--- src/rtl/des_cbc_cipher_top_defines.svh ---
// assertion macros for the des cbc cipher block
// used by the top level
`ifndef DES_CBC_CIPHER_TOP_DEFINES_SVH
`define DES_CBC_CIPHER_TOP_DEFINES_SVH
`define DCC_ASSERT_IMP(lbl, clk, rst_n, ante, cons) \
	lbl: assert property (@(posedge clk) disable iff (!rst_n) (ante) |-> (cons)) \
		else $error("check failed");
`define DCC_ASSERT_NEXT(lbl, clk, rst_n, ante, cons) \
	lbl: assert property (@(posedge clk) disable iff (!rst_n) (ante) |=> (cons)) \
		else $error("check failed");
`endif

--- src/rtl/dcc_pkg.sv ---
// shared types, tables and functions for the des cbc cipher
// no dependencies
`default_nettype none
package dcc_pkg;
	localparam int unsigned BlkW = 64;
	localparam int unsigned KeyW = 48;
	localparam int unsigned Rounds = 16;
	localparam int unsigned RndW = $clog2(Rounds);

	typedef enum logic [1:0] {
		CfgMode = 2'd0,
		CfgKey  = 2'd1,
		CfgIv   = 2'd2
	} cfg_idx_t;

	typedef logic [5:0] ptab_t [64];

	localparam ptab_t TabIp = '{
		6'd57,6'd49,6'd41,6'd33,6'd25,6'd17,6'd9,6'd1,
		6'd59,6'd51,6'd43,6'd35,6'd27,6'd19,6'd11,6'd3,
		6'd61,6'd53,6'd45,6'd37,6'd29,6'd21,6'd13,6'd5,
		6'd63,6'd55,6'd47,6'd39,6'd31,6'd23,6'd15,6'd7,
		6'd56,6'd48,6'd40,6'd32,6'd24,6'd16,6'd8,6'd0,
		6'd58,6'd50,6'd42,6'd34,6'd26,6'd18,6'd10,6'd2,
		6'd60,6'd52,6'd44,6'd36,6'd28,6'd20,6'd12,6'd4,
		6'd62,6'd54,6'd46,6'd38,6'd30,6'd22,6'd14,6'd6};
	localparam ptab_t TabFp = '{
		6'd39,6'd7,6'd47,6'd15,6'd55,6'd23,6'd63,6'd31,
		6'd38,6'd6,6'd46,6'd14,6'd54,6'd22,6'd62,6'd30,
		6'd37,6'd5,6'd45,6'd13,6'd53,6'd21,6'd61,6'd29,
		6'd36,6'd4,6'd44,6'd12,6'd52,6'd20,6'd60,6'd28,
		6'd35,6'd3,6'd43,6'd11,6'd51,6'd19,6'd59,6'd27,
		6'd34,6'd2,6'd42,6'd10,6'd50,6'd18,6'd58,6'd26,
		6'd33,6'd1,6'd41,6'd9,6'd49,6'd17,6'd57,6'd25,
		6'd32,6'd0,6'd40,6'd8,6'd48,6'd16,6'd56,6'd24};
	localparam logic [5:0] TabE [48] = '{
		6'd31,6'd0,6'd1,6'd2,6'd3,6'd4, 6'd3,6'd4,6'd5,6'd6,6'd7,6'd8,
		6'd7,6'd8,6'd9,6'd10,6'd11,6'd12, 6'd11,6'd12,6'd13,6'd14,6'd15,6'd16,
		6'd15,6'd16,6'd17,6'd18,6'd19,6'd20, 6'd19,6'd20,6'd21,6'd22,6'd23,6'd24,
		6'd23,6'd24,6'd25,6'd26,6'd27,6'd28, 6'd27,6'd28,6'd29,6'd30,6'd31,6'd0};
	localparam logic [4:0] TabP [32] = '{
		5'd15,5'd6,5'd19,5'd20,5'd28,5'd11,5'd27,5'd16,
		5'd0,5'd14,5'd22,5'd25,5'd4,5'd17,5'd30,5'd9,
		5'd1,5'd7,5'd23,5'd13,5'd31,5'd26,5'd2,5'd8,
		5'd18,5'd12,5'd29,5'd5,5'd21,5'd10,5'd3,5'd24};
	localparam logic [5:0] TabPc1 [56] = '{
		6'd56,6'd48,6'd40,6'd32,6'd24,6'd16,6'd8, 6'd0,6'd57,6'd49,6'd41,6'd33,6'd25,6'd17,
		6'd9,6'd1,6'd58,6'd50,6'd42,6'd34,6'd26, 6'd18,6'd10,6'd2,6'd59,6'd51,6'd43,6'd35,
		6'd62,6'd54,6'd46,6'd38,6'd30,6'd22,6'd14, 6'd6,6'd61,6'd53,6'd45,6'd37,6'd29,6'd21,
		6'd13,6'd5,6'd60,6'd52,6'd44,6'd36,6'd28, 6'd20,6'd12,6'd4,6'd27,6'd19,6'd11,6'd3};
	localparam logic [5:0] TabPc2 [48] = '{
		6'd13,6'd16,6'd10,6'd23,6'd0,6'd4, 6'd2,6'd27,6'd14,6'd5,6'd20,6'd9,
		6'd22,6'd18,6'd11,6'd3,6'd25,6'd7, 6'd15,6'd6,6'd26,6'd19,6'd12,6'd1,
		6'd40,6'd51,6'd30,6'd36,6'd46,6'd54, 6'd29,6'd39,6'd50,6'd44,6'd32,6'd47,
		6'd43,6'd48,6'd38,6'd55,6'd33,6'd52, 6'd45,6'd41,6'd49,6'd35,6'd28,6'd31};
	// bit 15 is round 0
	localparam logic [15:0] DoubleRot = 16'b0011111101111110;

	localparam logic [3:0] Sbox [8][64] = '{
		'{4'd14,4'd4,4'd13,4'd1,4'd2,4'd15,4'd11,4'd8,4'd3,4'd10,4'd6,4'd12,4'd5,4'd9,4'd0,4'd7,
		  4'd0,4'd15,4'd7,4'd4,4'd14,4'd2,4'd13,4'd1,4'd10,4'd6,4'd12,4'd11,4'd9,4'd5,4'd3,4'd8,
		  4'd4,4'd1,4'd14,4'd8,4'd13,4'd6,4'd2,4'd11,4'd15,4'd12,4'd9,4'd7,4'd3,4'd10,4'd5,4'd0,
		  4'd15,4'd12,4'd8,4'd2,4'd4,4'd9,4'd1,4'd7,4'd5,4'd11,4'd3,4'd14,4'd10,4'd0,4'd6,4'd13},
		'{4'd15,4'd1,4'd8,4'd14,4'd6,4'd11,4'd3,4'd4,4'd9,4'd7,4'd2,4'd13,4'd12,4'd0,4'd5,4'd10,
		  4'd3,4'd13,4'd4,4'd7,4'd15,4'd2,4'd8,4'd14,4'd12,4'd0,4'd1,4'd10,4'd6,4'd9,4'd11,4'd5,
		  4'd0,4'd14,4'd7,4'd11,4'd10,4'd4,4'd13,4'd1,4'd5,4'd8,4'd12,4'd6,4'd9,4'd3,4'd2,4'd15,
		  4'd13,4'd8,4'd10,4'd1,4'd3,4'd15,4'd4,4'd2,4'd11,4'd6,4'd7,4'd12,4'd0,4'd5,4'd14,4'd9},
		'{4'd10,4'd0,4'd9,4'd14,4'd6,4'd3,4'd15,4'd5,4'd1,4'd13,4'd12,4'd7,4'd11,4'd4,4'd2,4'd8,
		  4'd13,4'd7,4'd0,4'd9,4'd3,4'd4,4'd6,4'd10,4'd2,4'd8,4'd5,4'd14,4'd12,4'd11,4'd15,4'd1,
		  4'd13,4'd6,4'd4,4'd9,4'd8,4'd15,4'd3,4'd0,4'd11,4'd1,4'd2,4'd12,4'd5,4'd10,4'd14,4'd7,
		  4'd1,4'd10,4'd13,4'd0,4'd6,4'd9,4'd8,4'd7,4'd4,4'd15,4'd14,4'd3,4'd11,4'd5,4'd2,4'd12},
		'{4'd7,4'd13,4'd14,4'd3,4'd0,4'd6,4'd9,4'd10,4'd1,4'd2,4'd8,4'd5,4'd11,4'd12,4'd4,4'd15,
		  4'd13,4'd8,4'd11,4'd5,4'd6,4'd15,4'd0,4'd3,4'd4,4'd7,4'd2,4'd12,4'd1,4'd10,4'd14,4'd9,
		  4'd10,4'd6,4'd9,4'd0,4'd12,4'd11,4'd7,4'd13,4'd15,4'd1,4'd3,4'd14,4'd5,4'd2,4'd8,4'd4,
		  4'd3,4'd15,4'd0,4'd6,4'd10,4'd1,4'd13,4'd8,4'd9,4'd4,4'd5,4'd11,4'd12,4'd7,4'd2,4'd14},
		'{4'd2,4'd12,4'd4,4'd1,4'd7,4'd10,4'd11,4'd6,4'd8,4'd5,4'd3,4'd15,4'd13,4'd0,4'd14,4'd9,
		  4'd14,4'd11,4'd2,4'd12,4'd4,4'd7,4'd13,4'd1,4'd5,4'd0,4'd15,4'd10,4'd3,4'd9,4'd8,4'd6,
		  4'd4,4'd2,4'd1,4'd11,4'd10,4'd13,4'd7,4'd8,4'd15,4'd9,4'd12,4'd5,4'd6,4'd3,4'd0,4'd14,
		  4'd11,4'd8,4'd12,4'd7,4'd1,4'd14,4'd2,4'd13,4'd6,4'd15,4'd0,4'd9,4'd10,4'd4,4'd5,4'd3},
		'{4'd12,4'd1,4'd10,4'd15,4'd9,4'd2,4'd6,4'd8,4'd0,4'd13,4'd3,4'd4,4'd14,4'd7,4'd5,4'd11,
		  4'd10,4'd15,4'd4,4'd2,4'd7,4'd12,4'd9,4'd5,4'd6,4'd1,4'd13,4'd14,4'd0,4'd11,4'd3,4'd8,
		  4'd9,4'd14,4'd15,4'd5,4'd2,4'd8,4'd12,4'd3,4'd7,4'd0,4'd4,4'd10,4'd1,4'd13,4'd11,4'd6,
		  4'd4,4'd3,4'd2,4'd12,4'd9,4'd5,4'd15,4'd10,4'd11,4'd14,4'd1,4'd7,4'd6,4'd0,4'd8,4'd13},
		'{4'd4,4'd11,4'd2,4'd14,4'd15,4'd0,4'd8,4'd13,4'd3,4'd12,4'd9,4'd7,4'd5,4'd10,4'd6,4'd1,
		  4'd13,4'd0,4'd11,4'd7,4'd4,4'd9,4'd1,4'd10,4'd14,4'd3,4'd5,4'd12,4'd2,4'd15,4'd8,4'd6,
		  4'd1,4'd4,4'd11,4'd13,4'd12,4'd3,4'd7,4'd14,4'd10,4'd15,4'd6,4'd8,4'd0,4'd5,4'd9,4'd2,
		  4'd6,4'd11,4'd13,4'd8,4'd1,4'd4,4'd10,4'd7,4'd9,4'd5,4'd0,4'd15,4'd14,4'd2,4'd3,4'd12},
		'{4'd13,4'd2,4'd8,4'd4,4'd6,4'd15,4'd11,4'd1,4'd10,4'd9,4'd3,4'd14,4'd5,4'd0,4'd12,4'd7,
		  4'd1,4'd15,4'd13,4'd8,4'd10,4'd3,4'd7,4'd4,4'd12,4'd5,4'd6,4'd11,4'd0,4'd14,4'd9,4'd2,
		  4'd7,4'd11,4'd4,4'd1,4'd9,4'd12,4'd14,4'd2,4'd0,4'd6,4'd10,4'd13,4'd15,4'd3,4'd5,4'd8,
		  4'd2,4'd1,4'd14,4'd7,4'd4,4'd10,4'd8,4'd13,4'd15,4'd12,4'd9,4'd0,4'd3,4'd5,4'd6,4'd11}};

	// tables count bits from the top, zero based
	function automatic logic [63:0] perm64(input logic [63:0] v, input ptab_t tab);
		logic [63:0] r;
		for (int i = 0; i < 64; i++) r[63-i] = v[63-tab[i]];
		return r;
	endfunction

	function automatic logic [55:0] pc1(input logic [63:0] k);
		logic [55:0] r;
		for (int i = 0; i < 56; i++) r[55-i] = k[63-TabPc1[i]];
		return r;
	endfunction

	function automatic logic [47:0] pc2(input logic [55:0] cd);
		logic [47:0] r;
		for (int i = 0; i < 48; i++) r[47-i] = cd[55-TabPc2[i]];
		return r;
	endfunction

	function automatic logic [31:0] feistel(input logic [31:0] r, input logic [47:0] k);
		logic [47:0] e;
		logic [5:0] six;
		logic [31:0] s;
		logic [31:0] p;
		for (int i = 0; i < 48; i++) e[47-i] = r[31-TabE[i]];
		e = e ^ k;
		for (int i = 0; i < 8; i++) begin
			six = e[47-6*i -: 6];
			s[31-4*i -: 4] = Sbox[i][{six[5], six[0], six[4:1]}];
		end
		for (int i = 0; i < 32; i++) p[31-i] = s[31-TabP[i]];
		return p;
	endfunction
endpackage
`default_nettype wire

--- src/rtl/dcc_key_sched.sv ---
// key schedule: c/d halves rotated one round per cycle alongside the rounds
// depends on dcc_pkg
`default_nettype none
module dcc_key_sched import dcc_pkg::*; (
	input  wire logic        clk,
	input  wire logic        arst_n,
	input  wire logic [63:0] key,
	input  wire logic        load,
	input  wire logic        dec,
	input  wire logic        step,
	input  wire logic [RndW-1:0] rnd,
	output logic [KeyW-1:0]  round_key
);
	logic [27:0] c_q, d_q;
	logic [55:0] cd0;
	logic [27:0] c_n, d_n;
	logic two;

	assign cd0 = pc1(key);
	// encrypt rotates left before use, decrypt rotates right after use
	always_comb begin
		two = DoubleRot[~rnd];
		if (!dec) begin
			c_n = two ? {c_q[25:0], c_q[27:26]} : {c_q[26:0], c_q[27]};
			d_n = two ? {d_q[25:0], d_q[27:26]} : {d_q[26:0], d_q[27]};
		end else begin
			c_n = c_q;
			d_n = d_q;
		end
		round_key = pc2({c_n, d_n});
	end

	always_ff @(posedge clk or negedge arst_n) begin
		if (!arst_n) begin
			c_q <= '0;
			d_q <= '0;
		end else if (load) begin
			c_q <= cd0[55:28];
			d_q <= cd0[27:0];
		end else if (step) begin
			if (!dec) begin
				c_q <= c_n;
				d_q <= d_n;
			end else begin
				// decrypt key i uses total rotation of round 15-i; undo that round's shift
				c_q <= DoubleRot[rnd] ? {c_q[1:0], c_q[27:2]} : {c_q[0], c_q[27:1]};
				d_q <= DoubleRot[rnd] ? {d_q[1:0], d_q[27:2]} : {d_q[0], d_q[27:1]};
			end
		end
	end
endmodule
`default_nettype wire

--- src/rtl/des_cbc_cipher_top.sv ---
// DES in CBC mode over 64-bit requests, encrypting or decrypting as the mode register
// says, with key and iv set through the config write port. A request is accepted only
// while the engine is idle; it takes a load step and sixteen rounds in the single
// shared round unit, so the next request is accepted only once its result has been
// written to the output register, where it sits; so a result waiting to be taken does
// not hold off the next request, and a later result that finds that register still
// full waits in the done state, and the input stays not ready until it moves out.
// Config writes only while idle.
// depends on dcc_pkg, dcc_key_sched and des_cbc_cipher_top_defines.svh
`default_nettype none
`include "des_cbc_cipher_top_defines.svh"
module des_cbc_cipher_top import dcc_pkg::*; (
	input  wire logic clk,
	input  wire logic arst_n,
	input  wire logic cfg_we,
	input  wire logic [1:0] cfg_index,
	input  wire logic [63:0] cfg_data,
	input  wire logic [63:0] in_data_block,
	input  wire logic in_first_block,
	input  wire logic [63:0] in_packet_vector,
	input  wire logic in_valid,
	output logic in_ready,
	output logic [63:0] out_result_block,
	output logic [63:0] out_vector_used,
	output logic out_valid,
	input  wire logic out_ready
);
	typedef enum logic [3:0] {
		StIdle = 4'b0001, StLoad = 4'b0010, StRound = 4'b0100, StDone = 4'b1000
	} state_t;
	state_t state_q;
	logic dec_q;
	logic [63:0] key_q, chain_q, psv_q, blk_q;
	logic [31:0] l_q, r_q;
	logic [RndW-1:0] rnd_q;
	logic [KeyW-1:0] rk;
	logic [63:0] pre, fin, fp_in, res_blk;
	logic [31:0] f_out;
	logic out_load;

	dcc_key_sched u_ks (
		.clk, .arst_n, .key(key_q), .load(state_q == StLoad), .dec(dec_q),
		.step(state_q == StRound), .rnd(rnd_q), .round_key(rk)
	);

	assign in_ready = (state_q == StIdle);
	assign pre = perm64(dec_q ? blk_q : (blk_q ^ chain_q), TabIp);
	assign f_out = l_q ^ feistel(r_q, rk);
	// last round's output straight from the round unit, or held in the done state
	assign fp_in = (state_q == StDone) ? {r_q, l_q} : {f_out, r_q};
	assign fin = perm64(fp_in, TabFp);
	assign res_blk = dec_q ? (fin ^ chain_q) : fin;
	assign out_load = (!out_valid || out_ready) &&
		((state_q == StRound && rnd_q == RndW'(Rounds - 1)) || state_q == StDone);

	always_ff @(posedge clk or negedge arst_n) begin
		if (!arst_n) begin
			state_q <= StIdle;
			dec_q <= 1'b0;
			key_q <= '0;
			chain_q <= '0;
			psv_q <= '0;
			blk_q <= '0;
			l_q <= '0;
			r_q <= '0;
			out_valid <= 1'b0;
			out_result_block <= '0;
			out_vector_used <= '0;
			rnd_q <= '0;
		end else begin
			if (cfg_we) begin
				case (cfg_index)
					CfgMode: dec_q <= cfg_data[0];
					CfgKey: key_q <= cfg_data;
					CfgIv: chain_q <= cfg_data;
					default: ;
				endcase
			end
			if (out_load) begin
				out_valid <= 1'b1;
				out_result_block <= res_blk;
				out_vector_used <= psv_q;
				chain_q <= dec_q ? blk_q : fin;
			end else if (out_ready) begin
				out_valid <= 1'b0;
			end
			case (state_q)
				StIdle: if (in_valid) begin
					blk_q <= in_data_block;
					if (in_first_block) begin
						if (dec_q) begin
							chain_q <= in_packet_vector;
							psv_q <= in_packet_vector;
						end else psv_q <= chain_q;
					end
					state_q <= StLoad;
				end
				StLoad: begin
					l_q <= pre[63:32];
					r_q <= pre[31:0];
					rnd_q <= '0;
					state_q <= StRound;
				end
				StRound: begin
					l_q <= r_q;
					r_q <= f_out;
					rnd_q <= rnd_q + 1'b1;
					if (rnd_q == RndW'(Rounds - 1)) begin
						state_q <= out_load ? StIdle : StDone;
					end
				end
				StDone: begin
					if (out_load) state_q <= StIdle;
				end
				default: state_q <= StIdle;
			endcase
		end
	end

	`DCC_ASSERT_NEXT(a_acc_load, clk, arst_n, in_valid && in_ready, state_q == StLoad)
	`DCC_ASSERT_NEXT(a_load_round, clk, arst_n, state_q == StLoad, state_q == StRound && rnd_q == '0)
	`DCC_ASSERT_NEXT(a_out_hold, clk, arst_n, out_valid && !out_ready, out_valid && $stable(out_result_block))
	`DCC_ASSERT_IMP(a_done_valid, clk, arst_n, state_q == StDone, out_valid)
endmodule
`default_nettype wire

--- config.mk ---
export PLATFORM = sky130hd
export DESIGN_NAME = des_cbc_cipher_top
export DESIGN_NICKNAME = d
export VERILOG_FILES = /design/src/rtl/dcc_pkg.sv /design/src/rtl/dcc_key_sched.sv /design/src/rtl/des_cbc_cipher_top.sv
export VERILOG_INCLUDE_DIRS = /design/src /design/src/rtl
export SDC_FILE = /design/constraint.sdc
export NUM_CORES = 2
export LEC_CHECK = 0
export ABC_AREA = 1
export BUFFER_PORTS_ARGS = -buffer_cell sky130_fd_sc_hd__buf_2
export CAP_MARGIN = 20
export CORE_MARGIN = 2
export CORE_UTILIZATION = 40
export DETAILED_ROUTE_END_ITERATION = 12
export PLACE_DENSITY = 0.69
export REMOVE_ABC_BUFFERS = 1
export SLEW_MARGIN = 10
export SYNTH_ARGS = -nofsm -noshare
export SYNTH_HDL_FRONTEND = slang
export SYNTH_HIERARCHICAL = 1
export SYNTH_SLANG_ARGS = --single-unit
export TNS_END_PERCENT = 1
--- constraint.sdc ---
create_clock -name clk -period 8.5 [get_ports clk]
set_input_delay 0 -clock clk [delete_from_list [all_inputs] [get_ports clk]]
set_output_delay 0 -clock clk [all_outputs]
set_load 0.02 [all_outputs]
==> out/qor.yml <==
finish:
  n_fill_cell: 8193
  area_growth_pct: 19.87
  diodes: 0
  fin_area_mm2: 0.03937
  drive_gt1_frac: 0.1002
  multi_input_area_mm2: 0.01739
  seqCellArea_mm2: 0.01267
  nets: 5518
  final_cells: 6370
global_routing:
  grt_pass1_vias: 32280
  grt_pass1_wl_um: 185100
  grt.overflow.total: 0
  track_usage: 0.2736
  grt_max_degree: 167
  antenna_found_initial: 1
routing:
  drt_wl_total_um: 118900
  drt_iter0_drc: 3313
  firstDrtPassIters: 6
  num_vias: 34520
  drc_errors: 0
  vias_per_cell: 5.419
  detail-route-antenna-nets: 0
  routedWlPerCell_um: 18.66
sta:
  slew_viol_final: 0
  worstMarginPinSlew_ps: 1072
  fin_tns_setup_ps: 0
  setup_viol: 0
  clock.fmax_ghz: 0.1961
  layout_min_cycle_time_ps: 5100
  relSlewSlack: 0.2826
  hold_viol: 0
  fin_crit_sh: 0.6001
  finClkSkew_ps: 30.47
  grt_setup_unrepaired: "no"
power_and_ir_drop:
  power.share.sequential: 0.231
  p_int_uw: 8765
  clock_power_share: 0.151
  p_sw_uw: 9577
  ir_worst_vdd_mv: 0.2234
  combPwrFrac: 0.618
  leakage_uw: 0.02086
  swShare: 0.5222
  power.total_uw: 18340
  cellPowerDensity_mw_per_mm2: 465.9
synthesis:
  synthCells: 4863
  synth_area_mm2: 0.03285
  synth.avg_cell_area_um2: 6.754
  yosysWarningCount: 6
setup_path:
  cp.required_ps: 9070
  reg2reg_slack_ps: 3400
  crit_slowest_cell: "inv_2"
  critPathMaxStageDelay_ps: 660
  worstSetupEndpointType: "register"
  arrival_ps: 5670
  cp_max_fo: 61
  path_class: "register to register"
  cpMostUsedCell: "buf_4"
  startpoint_type: "register"
  critical_path.cell_chain: "nor2_1 -> inv_2 -> nor3_4 -> nand2_2 -> buf_4 -> inv_4 -> nand2_4 -> buf_4 -> nor2_4 -> inv_2 -> buf_4 -> nor2_1 -> a21oi_2 -> dlygate4sd3_1"
floorplan:
  io_pins: 330
  placeableCoreArea_mm2: 0.08172
  fp.dieH_um: 290.6
  std_cell_rows: 105
  die_x_um: 290.6
  die-area_mm2: 0.08442
  initial_core_util: 0.4019
clock_network:
  post-cts-setup-buffers: 0
  cts_made_buffers: 59
  root_buffer: "clkbuf_16"
  clockBufferDepth: 3
  postCtsHoldBufs: 233
  cts_tree: "built"
  cts_resized: 0
  clock_sinks: 506
  clk_pin_slew_worst_paths_ps: 60
  ctsHtreeMaxLevel: 2
  worstSkewPairLatency_ps: 650
min_path:
  hp-class: "primary input to register"
placed_design:
  port-buffer-count: 329
  placed_cell_area_mm2: 0.03496
  dp.cells: 6030
  gp_congestion: 0.9712
  dp.final_hpwl_um: 80160
status:
  status: "complete, no violations"
flow_run:
  maxCapViolations: 0
-- worst paths after layout --
check / from / to / cells after the start
min in group asynchronous: arst_n / out_result_block[43] / 3
hold reg to reg: psv_q[16] / out_vector_used[16] / 2
setup reg to reg: state_q[2] / chain_q[36] / 14
hold / removal: in_data_block[35] / blk_q[35] / 4
max in group asynchronous: arst_n / dec_q / 4
setup / recovery: state_q[2] / chain_q[36] / 14
-- power groups by stage --
| stage | sequential (uW) | combinational, uW | clock, uW |
|---|---|---|---|
| after global routing | 4350 | 12700 | 2900 |
| after global placement | 4230 | 10800 | 0 |
| after floorplan | 4370 | 7620 | 0 |
| after detailed placement | 4240 | 10900 | 0 |
| final | 4240 | 11300 | 2760 |
| after CTS | 4220 | 11200 | 2810 |
-- flip-flops by register name, summed over array words and instances, names as in the netlist --
name	flops
blk_q	64
u_ks/d_q	28
out_result_block	64
r_q	32
psv_q	64
out_valid	1
chain_q	64
dec_q	1
u_ks/c_q	28
rnd_q	4
state_q	4
out_vector_used	64
key_q	56
l_q	32
-- layout by cell type (no fill, tap or decap), types with 5 or more instances in the layout --
master and count:
buf_4 37, o22ai_1 7, buf_2 328, dfrtp_1 504
nand3_2 9, a22oi_1 70, nand3_1 605, clkinv_4 5
inv_1 396, nor2_1 125, dlygate4sd3_1 233, ha_1 63
nand4_1 8, clkinv_2 8, xnor2_1 44, xor2_1 40
clkbuf_16 60, o211ai_1 35, nand2_1 1962, nand2_2 11
a21oi_1 238, o221ai_1 64, bufinv_16 10, a31oi_1 5
clkbuf_8 6, inv_2 12, clkbuf_1 10, o21ai_0 346
-- through the flow --
| stage | utilization | setup WS (ps) | hold slack (ps) |
|---|---|---|---|
| 2_1_floorplan | - | -2314 | -295.6 |
| 3_3_place_gp | 0.4275 | 4121 | 90.97 |
| 3_5_place_dp | 0.4278 | 3970 | 90.86 |
| 4_1_cts | 0.4817 | 3559 | 61.62 |
| 5_1_grt | 0.4818 | 3122 | 94.96 |
| 6_report | 0.4818 | 3400 | 89.16 |
-- worst max-delay path: cells and delay by family, from the launching register on --
| family | cells | cell delay, ps |
|---|---|---|
| flip-flops | 1 | 380 |
| buffers and inverters | 7 | 3320 |
| AO/OA/AOI/OAI | 1 | 120 |
| AND/OR/NAND/NOR | 6 | 1000 |
-- final cells by class --
cell class / count / area share
Multi-Input combinational cell: 3669 / 0.4416
Inverter: 416 / 0.03992
Sequential cell: 506 / 0.3217
Clock inverter: 30 / 0.01138
Tap cell: 1070 / 0.03400
Timing Repair Buffer: 603 / 0.1102
Clock buffer: 76 / 0.04119
-- per-layer routing --
layer / wire length, um / track usage / share of wire
met5: 12 / 0 / 0.00010
met4: 4188 / 0.09592 / 0.035
met3: 7693 / 0.03564 / 0.065
met2: 54670 / 0.4455 / 0.46
met1: 52320 / 0.3744 / 0.44
Power figures use the tool's default switching activity.
